## src/hw/rtl/crc8d_pkg.sv

```systemverilog
package crc8d_pkg;

    localparam logic [7:0] CRC_POLY = 8'hD8;
    localparam logic [7:0] PREAMBLE = 8'hFF;

    typedef enum logic [2:0] {
        PH_HUNT1   = 3'd0,
        PH_HUNT2   = 3'd1,
        PH_LENGTH  = 3'd2,
        PH_TYPE    = 3'd3,
        PH_PAYLOAD = 3'd4,
        PH_CRC     = 3'd5
    } t_phase;

    typedef enum logic [1:0] {
        KIND_PAYLOAD = 2'd0,
        KIND_GOOD    = 2'd1,
        KIND_BAD     = 2'd2
    } t_kind;

    typedef struct packed {
        logic [1:0] kind;
        logic [7:0] frame_type;
        logic [7:0] data_byte;
        logic [7:0] byte_index;
        logic       frame_end;
    } t_result;

    // msb-first crc-8 over one byte
    function automatic logic [7:0] crc8_byte(input logic [7:0] rem, input logic [7:0] b);
        logic [7:0] r;
        r = rem ^ b;
        for (int k = 0; k < 8; k++) begin
            if (r[7]) begin
                r = (r << 1) ^ CRC_POLY;
            end else begin
                r = r << 1;
            end
        end
        return r;
    endfunction

endpackage

```

## src/hw/rtl/crc8_serial_frame_deframer.sv

```systemverilog
// Serial frame deframer with CRC-8 check.
// Input channel (i_valid / o_ready / i_rx_byte) takes one received byte per item.
// The block hunts for two 0xFF preamble bytes, reads a length byte, then, unless
// the length is zero, a type byte and payload bytes, and one CRC byte closing the frame.
// Output channel (o_valid / i_ready) gives one item per payload byte (kind 0)
// and one end item per frame (kind 1 crc good, kind 2 crc bad, o_frame_end 1).
// Preamble, length and type bytes give no output item.
// A byte sits in the input register from its accepting edge; its result is loaded
// into the output register when that byte leaves the input register.
// Throughput: one byte per cycle while the output is not stalled, set by the
// combinational crc byte step and parser update between the input and output registers.
// When the receiver stalls, the output register holds its item; the input
// register still takes a byte and passes bytes that give no result, and
// o_ready drops only while a result-bearing byte waits for the output register.
// Synchronous active-low reset empties both registers and returns the parser
// to the hunt for the first preamble byte.
module crc8_serial_frame_deframer (
    input  logic       i_clk,
    input  logic       i_rst_n,
    input  logic       i_valid,
    output logic       o_ready,
    input  logic [7:0] i_rx_byte,
    output logic       o_valid,
    input  logic       i_ready,
    output logic [1:0] o_kind,
    output logic [7:0] o_frame_type,
    output logic [7:0] o_data_byte,
    output logic [7:0] o_byte_index,
    output logic       o_frame_end
);

    logic               r_in_valid;
    logic [7:0]         r_in_byte;
    logic               r_out_valid;
    crc8d_pkg::t_result r_out;
    logic               in_adv;
    logic               in_accept;
    logic               core_has;
    crc8d_pkg::t_result core_result;

    crc8d_core u_core (
        .i_clk        (i_clk),
        .i_rst_n      (i_rst_n),
        .i_step       (in_adv),
        .i_byte       (r_in_byte),
        .o_has_result (core_has),
        .o_result     (core_result)
    );

    assign in_adv    = r_in_valid && (!core_has || !r_out_valid || i_ready);
    assign o_ready   = !r_in_valid || in_adv;
    assign in_accept = i_valid && o_ready;

    always_ff @(posedge i_clk) begin
        if (!i_rst_n) begin
            r_in_valid  <= 1'b0;
            r_out_valid <= 1'b0;
        end else begin
            if (in_accept) begin
                r_in_valid <= 1'b1;
            end else if (in_adv) begin
                r_in_valid <= 1'b0;
            end
            if (in_adv && core_has) begin
                r_out_valid <= 1'b1;
            end else if (i_ready) begin
                r_out_valid <= 1'b0;
            end
        end
    end

    always_ff @(posedge i_clk) begin
        if (in_accept) begin
            r_in_byte <= i_rx_byte;
        end
        if (in_adv && core_has) begin
            r_out <= core_result;
        end
    end

    assign o_valid      = r_out_valid;
    assign o_kind       = r_out.kind;
    assign o_frame_type = r_out.frame_type;
    assign o_data_byte  = r_out.data_byte;
    assign o_byte_index = r_out.byte_index;
    assign o_frame_end  = r_out.frame_end;

endmodule

```

## src/hw/rtl/crc8d_core.sv

```systemverilog
module crc8d_core (
    input  logic                 i_clk,
    input  logic                 i_rst_n,
    input  logic                 i_step,
    input  logic [7:0]           i_byte,
    output logic                 o_has_result,
    output crc8d_pkg::t_result   o_result
);

    crc8d_pkg::t_phase r_phase, n_phase;
    logic [7:0] r_bytes_left, n_bytes_left;
    logic [7:0] r_crc, n_crc;
    logic [7:0] r_type, n_type;
    logic [7:0] r_pos, n_pos;
    logic [7:0] left_dec;
    logic [7:0] crc_step;

    assign left_dec = r_bytes_left - 8'd1;
    assign crc_step = crc8d_pkg::crc8_byte(r_crc, i_byte);

    // next state
    always_comb begin
        n_phase      = r_phase;
        n_bytes_left = r_bytes_left;
        n_crc        = r_crc;
        n_type       = r_type;
        n_pos        = r_pos;
        unique case (r_phase)
            crc8d_pkg::PH_HUNT2: begin
                n_phase = (i_byte == crc8d_pkg::PREAMBLE) ? crc8d_pkg::PH_LENGTH
                                                          : crc8d_pkg::PH_HUNT1;
            end
            crc8d_pkg::PH_LENGTH: begin
                n_bytes_left = i_byte;
                n_crc        = 8'd0;
                n_type       = 8'd0;
                n_pos        = 8'd0;
                n_phase      = (i_byte == 8'd0) ? crc8d_pkg::PH_CRC : crc8d_pkg::PH_TYPE;
            end
            crc8d_pkg::PH_TYPE: begin
                n_type       = i_byte;
                n_crc        = crc_step;
                n_bytes_left = left_dec;
                n_phase      = (left_dec == 8'd0) ? crc8d_pkg::PH_CRC
                                                  : crc8d_pkg::PH_PAYLOAD;
            end
            crc8d_pkg::PH_PAYLOAD: begin
                n_crc        = crc_step;
                n_pos        = r_pos + 8'd1;
                n_bytes_left = left_dec;
                if (left_dec == 8'd0) begin
                    n_phase = crc8d_pkg::PH_CRC;
                end
            end
            crc8d_pkg::PH_CRC: begin
                n_phase = crc8d_pkg::PH_HUNT1;
            end
            default: begin
                // first preamble hunt, unused codes too
                n_phase = (i_byte == crc8d_pkg::PREAMBLE) ? crc8d_pkg::PH_HUNT2
                                                          : crc8d_pkg::PH_HUNT1;
            end
        endcase
    end

    // outputs
    always_comb begin
        o_has_result        = 1'b0;
        o_result.kind       = crc8d_pkg::KIND_PAYLOAD;
        o_result.frame_type = r_type;
        o_result.data_byte  = i_byte;
        o_result.byte_index = 8'd0;
        o_result.frame_end  = 1'b0;
        unique case (r_phase)
            crc8d_pkg::PH_PAYLOAD: begin
                o_has_result        = 1'b1;
                o_result.byte_index = r_pos;
            end
            crc8d_pkg::PH_CRC: begin
                o_has_result       = 1'b1;
                o_result.kind      = (i_byte == r_crc) ? crc8d_pkg::KIND_GOOD
                                                       : crc8d_pkg::KIND_BAD;
                o_result.frame_end = 1'b1;
            end
            default: begin
                o_has_result = 1'b0;
            end
        endcase
    end

    always_ff @(posedge i_clk) begin
        if (!i_rst_n) begin
            r_phase      <= crc8d_pkg::PH_HUNT1;
            r_bytes_left <= 8'd0;
            r_crc        <= 8'd0;
            r_type       <= 8'd0;
            r_pos        <= 8'd0;
        end else if (i_step) begin
            r_phase      <= n_phase;
            r_bytes_left <= n_bytes_left;
            r_crc        <= n_crc;
            r_type       <= n_type;
            r_pos        <= n_pos;
        end
    end

endmodule

```

## config.mk

```make
export PLATFORM = sky130hd
export DESIGN_NAME = crc8_serial_frame_deframer
export DESIGN_NICKNAME = d
export VERILOG_FILES = /design/src/hw/rtl/crc8d_pkg.sv /design/src/hw/rtl/crc8_serial_frame_deframer.sv /design/src/hw/rtl/crc8d_core.sv
export SDC_FILE = /design/constraint.sdc
export NUM_CORES = 1
export LEC_CHECK = 0
export CAP_MARGIN = 20
export CORE_MARGIN = 5
export CORE_UTILIZATION = 40
export CTS_CLUSTER_SIZE = 20
export DETAILED_ROUTE_END_ITERATION = 6
export DONT_BUFFER_PORTS = 1
export PLACE_DENSITY_LB_ADDON = 0.3
export SLEW_MARGIN = 5
export SYNTH_ARGS = -nofsm -noshare
export SYNTH_HDL_FRONTEND = slang
export SYNTH_SLANG_ARGS = --single-unit
```

## constraint.sdc

```tcl
create_clock -name i_clk -period 3.97 [get_ports i_clk]
set_clock_uncertainty 0.15 [all_clocks]
set_input_delay 0.397 -clock i_clk [delete_from_list [all_inputs] [get_ports i_clk]]
set_output_delay 0.397 -clock i_clk [all_outputs]
set_load 0.01 [all_outputs]
```

Yosys cells after proc, flatten, opt, wreduce, memory -nomap -nowiden
Cells that the tools add are included.
Word-level totals
  input port bits: 12
  word-level logic and storage cells: 79
  output and inout port bits: 29
  flip-flop bits (word level): 72
Operators by class
  reductions and logical operators: 22
  bitwise logic cells: 9
  muxes and demuxes: 25
  add/sub/neg operators: 2
  equal/unequal tests: 8
Operators with widths (number)
  8-bit two-way mux: 8
  8-bit one-hot mux with 2 select lines: 4
  4-bit inverter: 8
  8-bit logical NOT: 2
  3-bit one-hot mux with 5 select lines: 1
  2-bit nonzero test: 5
  8-bit by 1-bit adder with 8-bit output (second input constant): 1
  8-bit equality test: 1
  8-bit equality test (second input constant): 1
  1-bit two-way mux: 8
  2-bit AND reduction: 4
  8-bit by 1-bit subtractor with 8-bit output (second input constant): 1
  8-bit bitwise XOR: 1
  3-bit by 2-bit equality test with 1-bit output (second input constant): 2
  3-bit equality test (second input constant): 2
  3-bit two-way mux: 2
  2-bit two-way mux: 2
  2-bit OR reduction: 2
  3-bit by 1-bit equality test with 1-bit output (second input constant): 1
  1-bit logical AND: 3
  1-bit logical NOT: 3
  1-bit logical OR: 3
  2-bit by 1-bit != test with 1-bit output (second input constant): 1

Depth between registers and ports, before layout
  depth in word-level cells: 18
  gate-level depth with buffers: 8
  depth with buffers taken out: 6

Cells and area by module
A second synthesis with hierarchy kept.
Unflattened totals
  cells, all modules: 298
  area total of the unflattened synthesis: 3206.8 sq um
By module, submodules not included
  crc8d_core: instances 1, cells each 251, area each 2038.2 sq um, seq. area each 640.6 sq um
  crc8_serial_frame_deframer: instances 1, cells each 47, area each 1168.6 sq um, seq. area each 1091.0 sq um

Worst setup path after synthesis
OpenSTA, ideal clock, no wires.
  path kind: input to register
  start: input i_ready
  end: register r_out (netlist bit o_byte_index[0]), enable pin
  slack: 1.523 ns
  library setup time: 0.411 ns
  data required time: 3.409 ns
  path buffers: 0
  stages: 3
  arrival time: 1.886 ns
  path through: nand2b_1 o21ai_0 nor2_1
On the way
  cells in the longest elaborated chain, start to end: 3
Ends and longest elaborated chain
  start, declared: line crc8_serial_frame_deframer.sv:24  | input logic i_ready,
  1-bit logical OR: line crc8_serial_frame_deframer.sv:50  | assign in_adv = r_in_valid && (!core_has || !r_out_valid || i_ready);
  1-bit logical AND: line crc8_serial_frame_deframer.sv:50
  1-bit logical AND: line crc8_serial_frame_deframer.sv:76  | if (in_adv && core_has) begin
  end signal, assigned: line crc8_serial_frame_deframer.sv:77  | r_out <= core_result;
  end, declared: line crc8_serial_frame_deframer.sv:35  | crc8d_pkg::t_result r_out;
Every way passes these cells.
A chain may end at the register's enable or synchronous reset.

Worst setup path in the final report
  start: register u_core.r_phase[0]
  end: register u_core.r_bytes_left[6]
On the way
  cells in the longest elaborated chain, start to end: 8
  elaborated cells on any way between the ends: 14
  those cells by class: eq/ne: 4; mux: 2; reduce/logical: 8
Ends and longest elaborated chain
  start, declared: line crc8d_core.sv:10  | crc8d_pkg::t_phase r_phase, n_phase;
  start signal, assigned: line crc8d_core.sv:93  | r_phase <= crc8d_pkg::PH_HUNT1;
  start signal, assigned: line crc8d_core.sv:99  | r_phase <= n_phase;
  3-bit equality test (on tied branches): line crc8d_core.sv:74, crc8d_core.sv:28
  2-bit OR reduction (no source line)
  1-bit two-way mux: line crc8d_core.sv:74  | unique case (r_phase)
  1-bit logical NOT: line crc8_serial_frame_deframer.sv:50
  1-bit logical OR (2 in series): line crc8_serial_frame_deframer.sv:50
  1-bit logical AND: line crc8_serial_frame_deframer.sv:50
  2-bit AND reduction (no source line)
  end signal, assigned: line crc8d_core.sv:100  | r_bytes_left <= n_bytes_left;
  end, declared: line crc8d_core.sv:11  | logic [7:0] r_bytes_left, n_bytes_left;
Parallel ways exist; a longest one is shown, timed or not.

==> impl_metrics.yaml <==
yosys:
  syn_nets: 302
  yosys-top-cells-count: "35 x edfxtp_1, 34 x dfxtp_1, 22 x nand2_1, 21 x nor2_1, 17 x xnor2_1"
  synth-edff-count: 35
  synthArstFlopShare_pct: 0
  synthTopCellsByArea: "edfxtp_1 34%, dfxtp_1 22%, xnor2_1 4.8%, a21boi_0 2.9%, nand2_1 2.6%"
  synthCells: 286
  synth_cell_types: 49
  seq_area_frac_synth_pct: 55.6
  syn_area_mm2: 0.00312
  syn_area_per_cell_um2: 10.9
  yosys_register_bits: 69
  synth_flop_cell: "edfxtp_1"
  yosysMostFrequentCell: "edfxtp_1"
  synth_top_cell_by_area: "edfxtp_1"
  synth_warnings: 0
  synth_top_area_share_pct: 33.7
floorplanning:
  rows: 32
  core_mm2: 0.00765
  die_h_um: 98.3
  die_w_um: 98.3
  dieArea_mm2: 0.00966
  ios: 41
  start_util_pct: 40.8
cts:
  cts_resized: 0
  path_clk_slew_ps: 70
  clockBufferDepth: 2
  postCtsSetupBuffers: 0
  worstSkewPairLatency_ps: 340
  cts_tree: "yes"
  hold_buffers: 8
  cts_root_buf: "clkbuf_8"
  clock-sinks: 69
  htree_levels: 3
  cts_inserted_buffers: 9
routing:
  firstDrtPassIters: 4
  drc: 0
  wirelength_um: 6040
  wl_per_cell_um: 15.2
  vias: 2080
  final_antenna_net_count: 0
  first_iter_violations: 73
  viasPerCell: 5.23
place:
  numPortBuffers: 0
  dp_hpwl_um: 4090
  gp_congestion: 0.812
  dp.cells: 374
  dpl_cell_area_mm2: 0.00317
timing:
  setup_viol: 0
  rsz0062_at_grt: "no"
  slew-limit-headroom_pct: 46.1
  hold_violations: 0
  tns_ps: 0
  fin_hold_ws_ps: 34.1
  post-route-min-period_ps: 2530
  fmax_ghz: 0.396
  slew_viol_final: 0
  fin_crit_sh_pct: 63.6
  worst_slew_pin_slew_ps: 807
global_route:
  grt_max_degree: 31
  grt.total_usage_pct: 13.3
  grt_pass1_wl_um: 10300
  antenna_found_initial: 0
  grt_overflow_total: 0
  first_global_vias: 2111
worst_hold_path:
  hold_class: "in2reg"
  min_from: "i_rst_n"
finish:
  final_area_mm2: 0.00348
  final_cell_count_no_fill: 398
  syn_to_final_growth_pct: 11.7
  fillCellCount: 711
  final_util_pct: 45.5
  layout.nets: 307
  drive_gt1_share_pct: 9.12
  antenna_cells: 0
critical_path:
  cp-end-kind: "flip-flop"
  cp-start-kind: "flip-flop"
  cp.required_ps: 4080
  timing.rr.start: "u_core.r_phase[0]"
  critical_path.startpoint: "u_core.r_phase[0]"
  crit_fanout: 21
  cp.arrival_ps: 2640
  critPathKind: "reg2reg"
flow_run:
  drv_cap: 0
run_status:
  status: "complete, no violations"
power:
  vdd_drop_max_v: 0.000211
  p_leak_nw: 1.19
  power_density_mw_per_mm2: 425
[routing by layer]
layer	routed length, µm	vias to the layer above	global-route usage (%)
met3	231	5	4.14
met4	67	0	4.73
li1	-	1041	-
met5	0	-	0
met2	2830	43	21.6
met1	2910	991	16.8
[flip-flops by register name, indices dropped and copies added, names as in the netlist]
name,cells
o_kind,2
o_valid,1
o_data_byte,8
u_core.r_phase,3
u_core.r_pos,8
u_core.r_crc,5
r_in_valid,1
o_byte_index,8
r_in_byte,8
o_frame_end,1
o_frame_type,8
u_core.r_type,8
u_core.r_bytes_left,8
[through the flow]
step           setup slack (ps)  total power, mW
2_1_floorplan              1520            0.826
3_3_place_gp               1530            0.833
3_5_place_dp               1430            0.834
4_1_cts                    1420             1.50
5_1_grt                    1190             1.54
6_report                   1440             1.48
[worst paths after layout]
check	to	slack [ps]	depth (start not counted)
worst min register to register	o_frame_type[0]	290	0
worst min-delay path	r_in_valid	30	1
worst max-delay path	u_core.r_bytes_left[6]	1440	5
worst max register to register	u_core.r_bytes_left[6]	1440	5
[worst max-delay path, cell delays in order (launching register included)]
cell and delay [ps]:
dfxtp_1 510, nor3b_2 650, a21o_1 210, nand2_1 400, a211o_1 380, a21boi_1 140
[layout make-up]
type                            instances  area [µm²]  area share, %
Clock buffer                           11         151           4.35
Clock inverter                          5        81.3           2.34
Inverter                                7        26.3          0.755
Multi-Input combinational cell        195        1270           36.6
Sequential cell                        69        1730           49.7
Tap cell                              102         128           3.67
Timing Repair Buffer                    9        87.6           2.52
[cell families (layout without fill, tap and decap cells)]
logic type,count (synthesis),after routing,synth area share [%]
fa+ha+maj,4,4,1.61
buf+inv,22,32,3.61
compound gates,63,63,14.4
xor+xnor,24,24,6.74
simple gates,103,103,17.7
mux,1,1,0.361
flops,69,69,55.6
[power breakdown]
part           total (mW)  internal (mW)  switching, mW
Combinational      0.0585         0.0316         0.0269
Clock               0.657          0.389          0.268
Sequential          0.766          0.750         0.0152
[cells in the final DEF, fill, tap and decap left out, types with 8 or more instances in the layout]
master,netlist,layout
and2_1,12,12
nand2_1,22,22
nor2_1,21,20
dlygate4sd3_1,0,8
o21ai_0,13,13
clkbuf_8,0,11
edfxtp_1,35,35
a21boi_0,12,12
nand3_1,12,12
xnor2_1,17,17
dfxtp_1,34,34
(Power assumes the default switching activity.)
